### config.mk
export PLATFORM = sky130hd
export DESIGN_NAME = hall_peak_rotary_indexer
export DESIGN_NICKNAME = d
export VERILOG_FILES = /design/src/rtl/hpri_pkg.sv /design/src/rtl/hall_peak_rotary_indexer.sv
export SDC_FILE = /design/constraint.sdc
export NUM_CORES = 1
export LEC_CHECK = 0
export BUFFER_PORTS_ARGS = -buffer_cell sky130_fd_sc_hd__buf_2
export CAP_MARGIN = 5
export CORE_MARGIN = 2
export CORE_UTILIZATION = 60
export CTS_CLUSTER_SIZE = 12
export DETAILED_ROUTE_END_ITERATION = 8
export GPL_ROUTABILITY_DRIVEN = 0
export PLACE_DENSITY = 0.82
export SKIP_LAST_GASP = 1
export SYNTH_ARGS = -nofsm -noshare
export SYNTH_HDL_FRONTEND = slang
export SYNTH_SLANG_ARGS = --single-unit
### constraint.sdc
create_clock -name clk -period 26.4 [get_ports clk]
set_clock_uncertainty 0.05 [all_clocks]
set_input_delay 5.28 -clock clk [delete_from_list [all_inputs] [get_ports clk]]
set_output_delay 5.28 -clock clk [all_outputs]
set_load 0.01 [all_outputs]
### src/rtl/hpri_pkg.sv
// Package for the Hall-peak rotary valve indexer.
// Holds the request/response structs, opcodes, register indexes and helper functions.
// No dependencies.
`timescale 1ns / 1ps

package hpri_pkg;

    // Request opcodes
    localparam logic [1:0] OP_START  = 2'd0;
    localparam logic [1:0] OP_SAMPLE = 2'd1;
    localparam logic [1:0] OP_TICK   = 2'd2;

    // Configuration register indexes
    localparam logic [2:0] CFG_IDLE_LEVEL     = 3'd0;
    localparam logic [2:0] CFG_PEAK_THRESHOLD = 3'd1;
    localparam logic [2:0] CFG_PORT_COUNT     = 3'd2;
    localparam logic [2:0] CFG_MICROSTEP      = 3'd3;
    localparam logic [2:0] CFG_TIMEOUT_MS     = 3'd4;
    localparam logic [2:0] CFG_CW_NUMBERING   = 3'd5;
    localparam logic [2:0] CFG_ENABLE_HIGH    = 3'd6;

    localparam int CFG_INDEX_W = 3;
    localparam int CFG_DATA_W  = 12;

    // Full steps in one coarse move
    localparam logic [1:0] COARSE_FULL_STEPS = 2'd3;

    typedef struct packed {
        logic [1:0] opcode;
        logic [3:0] target_port;
        logic [9:0] hall_sample;
    } cmd_t;

    typedef struct packed {
        logic       step_request;
        logic       step_reverse;
        logic [6:0] step_count;
        logic       driver_enable;
        logic       move_done;
        logic       move_status;
        logic [3:0] position_now;
    } rsp_t;

    // Absolute distance of a Hall reading from the idle level
    function automatic logic [9:0] hall_deviation(input logic [9:0] s, input logic [9:0] idle);
        logic [9:0] d;
        begin
            d = (s >= idle) ? (s - idle) : (idle - s);
            return d;
        end
    endfunction

    // Port number modulo port count (2..16), restoring division in four steps
    function automatic logic [4:0] port_mod(input logic [3:0] x, input logic [4:0] p);
        logic [7:0] r;
        logic [7:0] ps;
        begin
            r = {4'd0, x};
            for (int k = 3; k >= 0; k--)
            begin
                ps = {3'd0, p} << k;
                if (r >= ps)
                begin
                    r = r - ps;
                end
            end
            return r[4:0];
        end
    endfunction

endpackage

### src/rtl/hall_peak_rotary_indexer.sv
// Top level of the Hall-peak rotary valve indexer: config registers, move state and
// response register. Depends on hpri_pkg.
`timescale 1ns / 1ps

// Accepts one request (start, Hall sample or millisecond tick) per clock and returns
// exactly one response per request, in the cycle after acceptance, from a response
// register. The request side stalls only while that register holds a response the
// downstream side has not taken, so with no downstream stall the block sustains one
// request per cycle. Configuration registers are written
// through cfg_write/cfg_index/cfg_data and should only be changed between moves.
module hall_peak_rotary_indexer
    import hpri_pkg::*;
(
    input  logic                   clk,
    input  logic                   rst_n,
    // request channel
    input  logic                   cmd_valid,
    output logic                   cmd_stall,
    input  cmd_t                   cmd,
    // response channel
    output logic                   rsp_valid,
    input  logic                   rsp_stall,
    output rsp_t                   rsp,
    // configuration write port
    input  logic                   cfg_write,
    input  logic [CFG_INDEX_W-1:0] cfg_index,
    input  logic [CFG_DATA_W-1:0]  cfg_data
);

    typedef enum logic [1:0] {
        PH_IDLE   = 2'd0,
        PH_COARSE = 2'd1,
        PH_FINE   = 2'd2
    } phase_t;

    // Configuration registers
    logic [9:0]  idle_level_reg;
    logic [9:0]  peak_threshold_reg;
    logic [4:0]  port_count_reg;
    logic [5:0]  microstep_reg;
    logic [11:0] timeout_ms_reg;
    logic        cw_numbering_reg;
    logic        enable_high_reg;

    // Move state
    phase_t      phase_reg, phase_next;
    logic [3:0]  current_port_reg, current_port_next;
    logic [3:0]  goal_port_reg, goal_port_next;
    logic        moving_negative_reg, moving_negative_next;
    logic [3:0]  peaks_needed_reg, peaks_needed_next;
    logic [4:0]  peaks_seen_reg, peaks_seen_next;
    logic        above_flag_reg, above_flag_next;
    logic        small_step_reg, small_step_next;
    logic [9:0]  prev_sample_reg, prev_sample_next;
    logic [11:0] elapsed_ms_reg, elapsed_ms_next;

    // Response register
    logic        rsp_valid_reg, rsp_valid_next;
    rsp_t        rsp_reg, rsp_next;

    logic        cmd_accept;
    logic [4:0]  ports_eff;
    logic [5:0]  micro_eff;
    logic [6:0]  micro_cnt;
    logic [6:0]  coarse_cnt;
    logic [9:0]  dev_now;
    logic [9:0]  dev_prev;
    logic        above_now;
    logic [4:0]  tgt_mod;
    logic [4:0]  cur_mod;
    logic [4:0]  port_gap;
    logic [12:0] elapsed_inc;
    logic        req;
    logic [6:0]  cnt;
    logic        done;
    logic        status;

    // Stall requests only while an untaken response is held
    assign cmd_stall  = rsp_valid_reg & rsp_stall;
    assign cmd_accept = cmd_valid & ~cmd_stall;
    assign rsp_valid  = rsp_valid_reg;
    assign rsp        = rsp_reg;

    // Clamp configuration to usable ranges
    always_comb
    begin
        if (port_count_reg < 5'd2)
        begin
            ports_eff = 5'd2;
        end
        else if (port_count_reg > 5'd16)
        begin
            ports_eff = 5'd16;
        end
        else
        begin
            ports_eff = port_count_reg;
        end

        if (microstep_reg == 6'd0)
        begin
            micro_eff = 6'd1;
        end
        else if (microstep_reg > 6'd32)
        begin
            micro_eff = 6'd32;
        end
        else
        begin
            micro_eff = microstep_reg;
        end
    end

    assign micro_cnt  = {1'b0, micro_eff};
    assign coarse_cnt = 7'(micro_cnt * {5'd0, COARSE_FULL_STEPS});

    assign dev_now     = hall_deviation(cmd.hall_sample, idle_level_reg);
    assign dev_prev    = hall_deviation(prev_sample_reg, idle_level_reg);
    assign above_now   = dev_now >= peak_threshold_reg;
    assign tgt_mod     = port_mod(cmd.target_port, ports_eff);
    assign cur_mod     = port_mod(current_port_reg, ports_eff);
    assign port_gap    = (tgt_mod >= cur_mod) ? (tgt_mod - cur_mod)
                                              : (tgt_mod + ports_eff - cur_mod);
    assign elapsed_inc = {1'b0, elapsed_ms_reg} + 13'd1;

    // Next move state and response for the request at the input
    always_comb
    begin
        phase_next           = phase_reg;
        current_port_next    = current_port_reg;
        goal_port_next       = goal_port_reg;
        moving_negative_next = moving_negative_reg;
        peaks_needed_next    = peaks_needed_reg;
        peaks_seen_next      = peaks_seen_reg;
        above_flag_next      = above_flag_reg;
        small_step_next      = small_step_reg;
        prev_sample_next     = prev_sample_reg;
        elapsed_ms_next      = elapsed_ms_reg;
        req                  = 1'b0;
        cnt                  = 7'd0;
        done                 = 1'b0;
        status               = 1'b0;

        if (cmd_accept)
        begin
            unique case (cmd.opcode)
                OP_START:
                begin
                    // Take the shorter way around
                    if (port_gap < (ports_eff >> 1))
                    begin
                        moving_negative_next = 1'b0;
                        peaks_needed_next    = port_gap[3:0];
                    end
                    else
                    begin
                        moving_negative_next = 1'b1;
                        peaks_needed_next    = 4'(ports_eff - port_gap);
                    end
                    goal_port_next   = cmd.target_port;
                    peaks_seen_next  = 5'd0;
                    above_flag_next  = 1'b0;
                    small_step_next  = 1'b0;
                    prev_sample_next = 10'd0;
                    elapsed_ms_next  = 12'd0;
                    phase_next       = PH_COARSE;
                    req              = 1'b1;
                    cnt              = coarse_cnt;
                end
                OP_SAMPLE:
                begin
                    if (phase_reg == PH_COARSE)
                    begin
                        // Count rising crossings; shrink the move before the last peak
                        if (!above_flag_reg && above_now)
                        begin
                            peaks_seen_next = peaks_seen_reg + 5'd1;
                            above_flag_next = 1'b1;
                        end
                        if (!above_now)
                        begin
                            above_flag_next = 1'b0;
                            if (peaks_seen_next == {1'b0, peaks_needed_reg})
                            begin
                                small_step_next = 1'b1;
                            end
                        end
                        prev_sample_next = cmd.hall_sample;
                        req              = 1'b1;
                        if (peaks_seen_next <= {1'b0, peaks_needed_reg})
                        begin
                            cnt = small_step_next ? micro_cnt : coarse_cnt;
                        end
                        else
                        begin
                            phase_next = PH_FINE;
                            cnt        = micro_cnt;
                        end
                    end
                    else if (phase_reg == PH_FINE)
                    begin
                        // Climb single steps until the deviation falls off the peak
                        above_flag_next = above_now;
                        if (!above_now || dev_prev <= dev_now)
                        begin
                            req = 1'b1;
                            cnt = micro_cnt;
                        end
                        else
                        begin
                            done              = 1'b1;
                            current_port_next = goal_port_reg;
                            phase_next        = PH_IDLE;
                        end
                        prev_sample_next = cmd.hall_sample;
                    end
                end
                OP_TICK:
                begin
                    if (phase_reg != PH_IDLE)
                    begin
                        elapsed_ms_next = elapsed_inc[12] ? 12'hFFF : elapsed_inc[11:0];
                        if (elapsed_inc > {1'b0, timeout_ms_reg})
                        begin
                            done       = 1'b1;
                            status     = 1'b1;
                            phase_next = PH_IDLE;
                        end
                    end
                end
                default:
                begin
                end
            endcase
        end

        rsp_next.step_request  = req;
        rsp_next.step_reverse  = req & (moving_negative_next ^ cw_numbering_reg);
        rsp_next.step_count    = cnt;
        rsp_next.driver_enable = (phase_next != PH_IDLE) ? enable_high_reg : ~enable_high_reg;
        rsp_next.move_done     = done;
        rsp_next.move_status   = status;
        rsp_next.position_now  = current_port_next;

        rsp_valid_next = cmd_accept | (rsp_valid_reg & rsp_stall);
    end

    // Hold configuration
    always_ff @(posedge clk or negedge rst_n)
    begin
        if (!rst_n)
        begin
            idle_level_reg     <= 10'd512;
            peak_threshold_reg <= 10'd0;
            port_count_reg     <= 5'd6;
            microstep_reg      <= 6'd1;
            timeout_ms_reg     <= 12'd2000;
            cw_numbering_reg   <= 1'b0;
            enable_high_reg    <= 1'b1;
        end
        else if (cfg_write)
        begin
            unique case (cfg_index)
                CFG_IDLE_LEVEL:     idle_level_reg     <= cfg_data[9:0];
                CFG_PEAK_THRESHOLD: peak_threshold_reg <= cfg_data[9:0];
                CFG_PORT_COUNT:     port_count_reg     <= cfg_data[4:0];
                CFG_MICROSTEP:      microstep_reg      <= cfg_data[5:0];
                CFG_TIMEOUT_MS:     timeout_ms_reg     <= cfg_data[11:0];
                CFG_CW_NUMBERING:   cw_numbering_reg   <= cfg_data[0];
                CFG_ENABLE_HIGH:    enable_high_reg    <= cfg_data[0];
                default:
                begin
                end
            endcase
        end
    end

    // Advance move state and response valid
    always_ff @(posedge clk or negedge rst_n)
    begin
        if (!rst_n)
        begin
            phase_reg           <= PH_IDLE;
            current_port_reg    <= 4'd0;
            goal_port_reg       <= 4'd0;
            moving_negative_reg <= 1'b0;
            peaks_needed_reg    <= 4'd0;
            peaks_seen_reg      <= 5'd0;
            above_flag_reg      <= 1'b0;
            small_step_reg      <= 1'b0;
            prev_sample_reg     <= 10'd0;
            elapsed_ms_reg      <= 12'd0;
            rsp_valid_reg       <= 1'b0;
        end
        else
        begin
            phase_reg           <= phase_next;
            current_port_reg    <= current_port_next;
            goal_port_reg       <= goal_port_next;
            moving_negative_reg <= moving_negative_next;
            peaks_needed_reg    <= peaks_needed_next;
            peaks_seen_reg      <= peaks_seen_next;
            above_flag_reg      <= above_flag_next;
            small_step_reg      <= small_step_next;
            prev_sample_reg     <= prev_sample_next;
            elapsed_ms_reg      <= elapsed_ms_next;
            rsp_valid_reg       <= rsp_valid_next;
        end
    end

    // Load the response payload on each accepted request
    always_ff @(posedge clk)
    begin
        if (cmd_accept)
        begin
            rsp_reg <= rsp_next;
        end
    end

    // Every accepted request produces a response in the next cycle
    assert property (@(posedge clk) disable iff (!rst_n) cmd_accept |=> rsp_valid_reg)
        else $error("accepted request produced no response");

    // A move request always carries a nonzero step count, and only a move request does
    assert property (@(posedge clk) disable iff (!rst_n)
        rsp_valid_reg |-> (rsp_reg.step_request == (rsp_reg.step_count != 7'd0)))
        else $error("step count disagrees with step request");

    // A finishing response never asks for another move
    assert property (@(posedge clk) disable iff (!rst_n)
        (rsp_valid_reg && rsp_reg.move_done) |-> !rsp_reg.step_request)
        else $error("move finished while requesting a step");

    // The coarse phase never runs past the needed peak count
    assert property (@(posedge clk) disable iff (!rst_n)
        (phase_reg == PH_COARSE) |-> (peaks_seen_reg <= {1'b0, peaks_needed_reg}))
        else $error("coarse phase counted too many peaks");

endmodule

Yosys cells after proc, flatten, opt, wreduce, memory -nomap -nowiden
Cells that the tools add are included.

Register bits after elaboration: 106. Input port bits: 36. Output and inout bits: 18.

Add/sub/neg operators: 18. Multiply operators: 1. $lt $le $gt $ge: 19. Equal/unequal tests: 15. Muxes and demuxes: 74. Bitwise logic cells: 7. Reduce and logical (&&, ||, !) cells: 23.

Operators with widths (number): 5-bit two-way mux (10); 8-bit two-way mux (6); 10-bit two-way mux (4); 10-bit subtractor (4); 10-bit greater-or-equal comparator (3); 12-bit two-way mux (2); 4-bit two-way mux (6); 6-bit two-way mux (4); 12-bit one-hot mux with 2 select lines (1); 1-bit two-way mux (23); 7-bit two-way mux (3); 10-bit one-hot mux with 2 select lines (1); 5-bit subtractor (4); 4-bit by 8-bit greater-or-equal comparator with 1-bit output (2); 8-bit by 5-bit greater-or-equal comparator with 1-bit output (2); 8-bit by 6-bit greater-or-equal comparator with 1-bit output (2); 8-bit by 7-bit greater-or-equal comparator with 1-bit output (2); 2-bit AND reduction (8); 4-bit by 8-bit subtractor with 8-bit output (2); 8-bit by 6-bit subtractor with 8-bit output (2); 8-bit by 7-bit subtractor with 8-bit output (2); 2-bit two-way mux (7); 7-bit one-hot mux with 2 select lines (1); 12-bit by 1-bit adder with 13-bit output, second input constant (1); 37 further kinds (55).

Logic depth before layout (Yosys ltp)
Depth in word-level cells: 20. Depth in mapped cells: 41. Depth with buffers taken out: 40.

Worst setup path after synthesis
OpenSTA, ideal clock, no wires.

Kind: input to register. Start point: in cmd[12] (netlist name). End point: reg rsp_reg (netlist bit rsp[14]) (data pin). Library setup time: 0.262 ns. Data arrival time: 12.446 ns. Data required time: 26.088 ns. Path slack: 13.643 ns. Stages: 34. Path through: inv_1 ha_1 inv_1 fa_1 nand3_1 a21boi_0 nand2b_1 buf_2 a21oi_1 ha_1 nor2b_1 o31ai_1 a21oi_1 a2111oi_4 o21ai_0 fa_1 a21o_1 a21oi_1 a21oi_1 a211oi_1 a22oi_1 o21ai_0 inv_1 ha_1 o21ai_0 o21ai_4 mux2i_1 inv_1 ha_1 or3_1 o221a_4 a2111o_1 o211ai_1 a21boi_1.

RTL lines: start: declaration (line hall_peak_rotary_indexer.sv:19) `input cmd_t cmd,`; end signal: assignment (line hall_peak_rotary_indexer.sv:316) `rsp_reg <= rsp_next;`; end: declaration (line hall_peak_rotary_indexer.sv:59) `rsp_t rsp_reg, rsp_next;`.

Worst setup path after layout
Start point: in cmd[12] (netlist name). End point: reg peaks_needed_reg[1].

Longest elaborated chain between the ends: 13. Elaborated cells on any way between the ends: 20.

RTL lines: 4-bit by 8-bit subtractor with 8-bit output or 4-bit by 8-bit greater-or-equal comparator with 1-bit output (tied branches) (line hpri_pkg.sv:64, hpri_pkg.sv:62); 8-bit two-way mux (*) (line hpri_pkg.sv:62) `if (r >= ps)`; 8-bit by 7-bit subtractor with 8-bit output or 8-bit by 7-bit greater-or-equal comparator with 1-bit output (tied branches) (line hpri_pkg.sv:64, hpri_pkg.sv:62); 8-bit two-way mux (*) (line hpri_pkg.sv:62); 8-bit by 6-bit subtractor with 8-bit output or 8-bit by 6-bit greater-or-equal comparator with 1-bit output (tied branches) (line hpri_pkg.sv:64, hpri_pkg.sv:62); 8-bit two-way mux (*) (line hpri_pkg.sv:62); 8-bit by 5-bit greater-or-equal comparator with 1-bit output or 5-bit subtractor (tied branches) (line hpri_pkg.sv:62, hpri_pkg.sv:64); 5-bit two-way mux (*) (line hpri_pkg.sv:62); 5-bit adder (line hall_peak_rotary_indexer.sv:123) `: (tgt_mod + ports_eff - cur_mod);`; 5-bit subtractor (line hall_peak_rotary_indexer.sv:123); 5-bit two-way mux (*) (line hall_peak_rotary_indexer.sv:122) `assign port_gap = (tgt_mod >= cur_mod) ? (tgt_mod - cur_mod)`; 4-bit subtractor or 5-bit by 4-bit < comparator with 1-bit output (tied branches) (line hall_peak_rotary_indexer.sv:158, hall_peak_rotary_indexer.sv:150); 4-bit two-way mux (*) (line hall_peak_rotary_indexer.sv:150) `if (port_gap < (ports_eff >> 1))`; end signal: assignment (line hall_peak_rotary_indexer.sv:301) `peaks_needed_reg <= peaks_needed_next;`; end: declaration (line hall_peak_rotary_indexer.sv:50) `logic [3:0] peaks_needed_reg, peaks_needed_next;`.

Every way passes the cells marked *; elsewhere a longest branch is shown, timed or not. A chain may end at the register's enable or synchronous reset.

==> impl_metrics.tcl <==
set metrics [dict create \
    met1_usage_pct 36.2 \
    fin_nets 1327 \
    cp-start-kind "input port" \
    fillers 1327 \
    period_minus_slack_ps 13490 \
    tritoncts "yes" \
    drt_iter0_drc 693 \
    setup_violations 0 \
    cts_buffer_depth 2 \
    max_stage_delay_ps 550 \
    maxCapViolations 0 \
    wl_per_cell_um 16.6 \
    setup_tns_ps 0 \
    hpwl_um 17400 \
    routed_wirelength_um 22700 \
    io_buffers 53 \
    synthCells 1095 \
    ys.flop_type "dfrtp_1" \
    die_area_um2 17300 \
    busiest_layer "met2" \
    use_met3_pct 3.74 \
    fp.dieH_um 131 \
    fin_hold_ws_ps 439 \
    finalHoldViolations 0 \
    ys_types 85 \
    rsz0062_at_grt "no" \
    via_count 8123 \
    dr.pass1.iters 5 \
    slowest_stage "a2111oi_4" \
    largest_reg_flops 16 \
    ys_ff_latch 106 \
    worstMarginPinSlew_ps 1190 \
    end_kind "flip-flop" \
    fmax_ghz 0.0742 \
    grt_max_degree 76 \
    viasPerCell 5.96 \
    core_um2 15900 \
    synth-edff-count 16 \
    track_usage_pct 26.8 \
    drive_gt1_share_pct 12.0 \
    crit_path_max_fanout 10 \
    hp-class "flip-flop to flip-flop" \
    grt_pass1_wl_um 38300 \
    status "finished, final reports clean" \
    finalCritPeriodShare_pct 51.1 \
    clockRootBuffer "clkbuf_16" \
    cts_buffers 9 \
    setup.worst_path.class "input port to flip-flop" \
    diodes 0 \
    clock_latency_ps 360 \
    cts_sinks 106 \
    die_x_um 131 \
    cp.required_ps 26580 \
    synth.avg_cell_area_um2 8.91 \
    drc 0 \
    htreeDepth 3 \
    antenna_found_initial 0 \
    cts_resized 0 \
    regArea_um2 2750 \
    post_cts_buffers 0 \
    rows 46 \
    initial_utilization_pct 61.4 \
    async_reset_ff_share_pct 84.9 \
    syn_area_um2 9750 \
    grt_util_met2_pct 44.2 \
    cp.arrival_ps 13670 \
    grt_pass1_vias 8007 \
    clkSlewWorstSetupHoldPaths_ps 70 \
    io-pin-count 54 \
    grt.overflow.total 0 \
    slew_headroom_pct 20.1 \
    multi_input_area_um2 6490 \
    slew_viol_final 0 \
    ys_warn_count 0 \
    ant_nets 0 \
    area_growth_pct 7.93 \
    ctsHoldBuffers 0 \
    seq_area_frac_synth_pct 28.2 \
]
[critical path, delay by kind of cell]
kind	cells	cell delay [ps]
adder cells (fa/ha/maj)	6	1930
multiplexers	1	330
AO/OA/AOI/OAI	17	4490
buffers and inverters	4	340
AND/OR/NAND/NOR	7	1260
[routing by layer]
metal	share of wire, %	vias to the layer above
li1	-	3974
met1	46	3877
met2	47	221
met3	4.6	51
met4	2.6	0
met5	0	-
[cell usage in the layout, fill, tap and decap left out, types with 8 or more instances in the layout]
cell,count
nand3_1,23
nand2_1,107
o21ai_0,101
xor2_1,20
o21a_1,13
and3_1,9
nand2b_1,9
clkbuf_16,9
edfxtp_1,16
nor2_1,42
fa_1,14
dfrtp_1,79
mux2i_1,21
nor2b_1,14
nand4_1,13
a21oi_1,72
xnor2_1,40
o21bai_1,9
nor3_1,15
ha_1,134
buf_2,52
mux2_2,26
dfstp_2,11
inv_1,118
a21o_1,40
and2_1,8
[Yosys cell counts (9+ instances only)]
cell type,count,area [um2]
o21ai_0,101,505
dfrtp_1,79,1980
nand2b_1,9,56.3
o21bai_1,9,67.6
ha_1,134,1680
xnor2_1,40,350
nand3_1,23,115
edfxtp_1,16,480
fa_1,14,280
nand4_1,13,81.3
nand2_1,107,402
and3_1,9,56.3
xor2_1,20,175
mux2i_1,21,210
mux2_2,26,293
nor3_1,17,85.1
inv_1,118,443
dfstp_2,11,289
o21a_1,13,97.6
a21oi_1,72,360
nor2b_1,14,87.6
a21o_1,40,300
clkbuf_1,24,90.1
nor2_1,42,158
[layout make-up]
cell class	instances	share of cell area (%)
clock buffers	10	2.18
clock inverters	6	0.392
inverters	119	4.24
multi-input cells	849	61.6
flip-flops and latches	106	26.1
well taps	216	2.57
repair buffers	58	2.90
[cells by family (layout without fill, tap and decap cells)]
group | count (synthesis) | in the layout | synth area share (%)
buffers and inverters | 145 | 193 | 5.67
other | 1 | 6 | 0.0385
and+or+nand+nor | 274 | 274 | 14.0
muxes | 47 | 47 | 5.16
DFF | 106 | 106 | 28.2
xor gates and xnor gates | 61 | 61 | 5.56
AOI/OAI and AO/OA | 313 | 313 | 21.3
adders and majority gates | 148 | 148 | 20.1
[through the flow]
step	util [%]	cell area, um2	worst slack, ps	std cells
finish	66.3	10500	12910	1364
detailed placement	64.6	10300	12650	1348
CTS	66.3	10500	13010	1364
floorplan	-	9770	13640	1100
global placement	64.6	10300	12960	1348
global route	66.3	10500	12210	1364
[path summary, 6_finish.rpt]
check | start | cells past startpoint | slack (ps) | endpoint
max | cmd[12] | 35 | 12910 | peaks_needed_reg[1]$_DFFE_PN0P_
min | goal_port_reg[1]$_DFFE_PN0P_ | 2 | 440 | goal_port_reg[1]$_DFFE_PN0P_
max reg2reg | port_count_reg[4]$_DFFE_PN0P_ | 36 | 16200 | peaks_needed_reg[1]$_DFFE_PN0P_
min reg2reg | goal_port_reg[1]$_DFFE_PN0P_ | 2 | 440 | goal_port_reg[1]$_DFFE_PN0P_
max in group asynchronous | rst_n | 2 | 20370 | current_port_reg[2]$_DFF_PN0_
min in group asynchronous | rst_n | 1 | 4720 | elapsed_ms_reg[7]$_DFFE_PN0P_
Power is left out: the tool's default activity adds up to more than one toggle a clock period on the data nets, which glitch-free logic cannot reach.
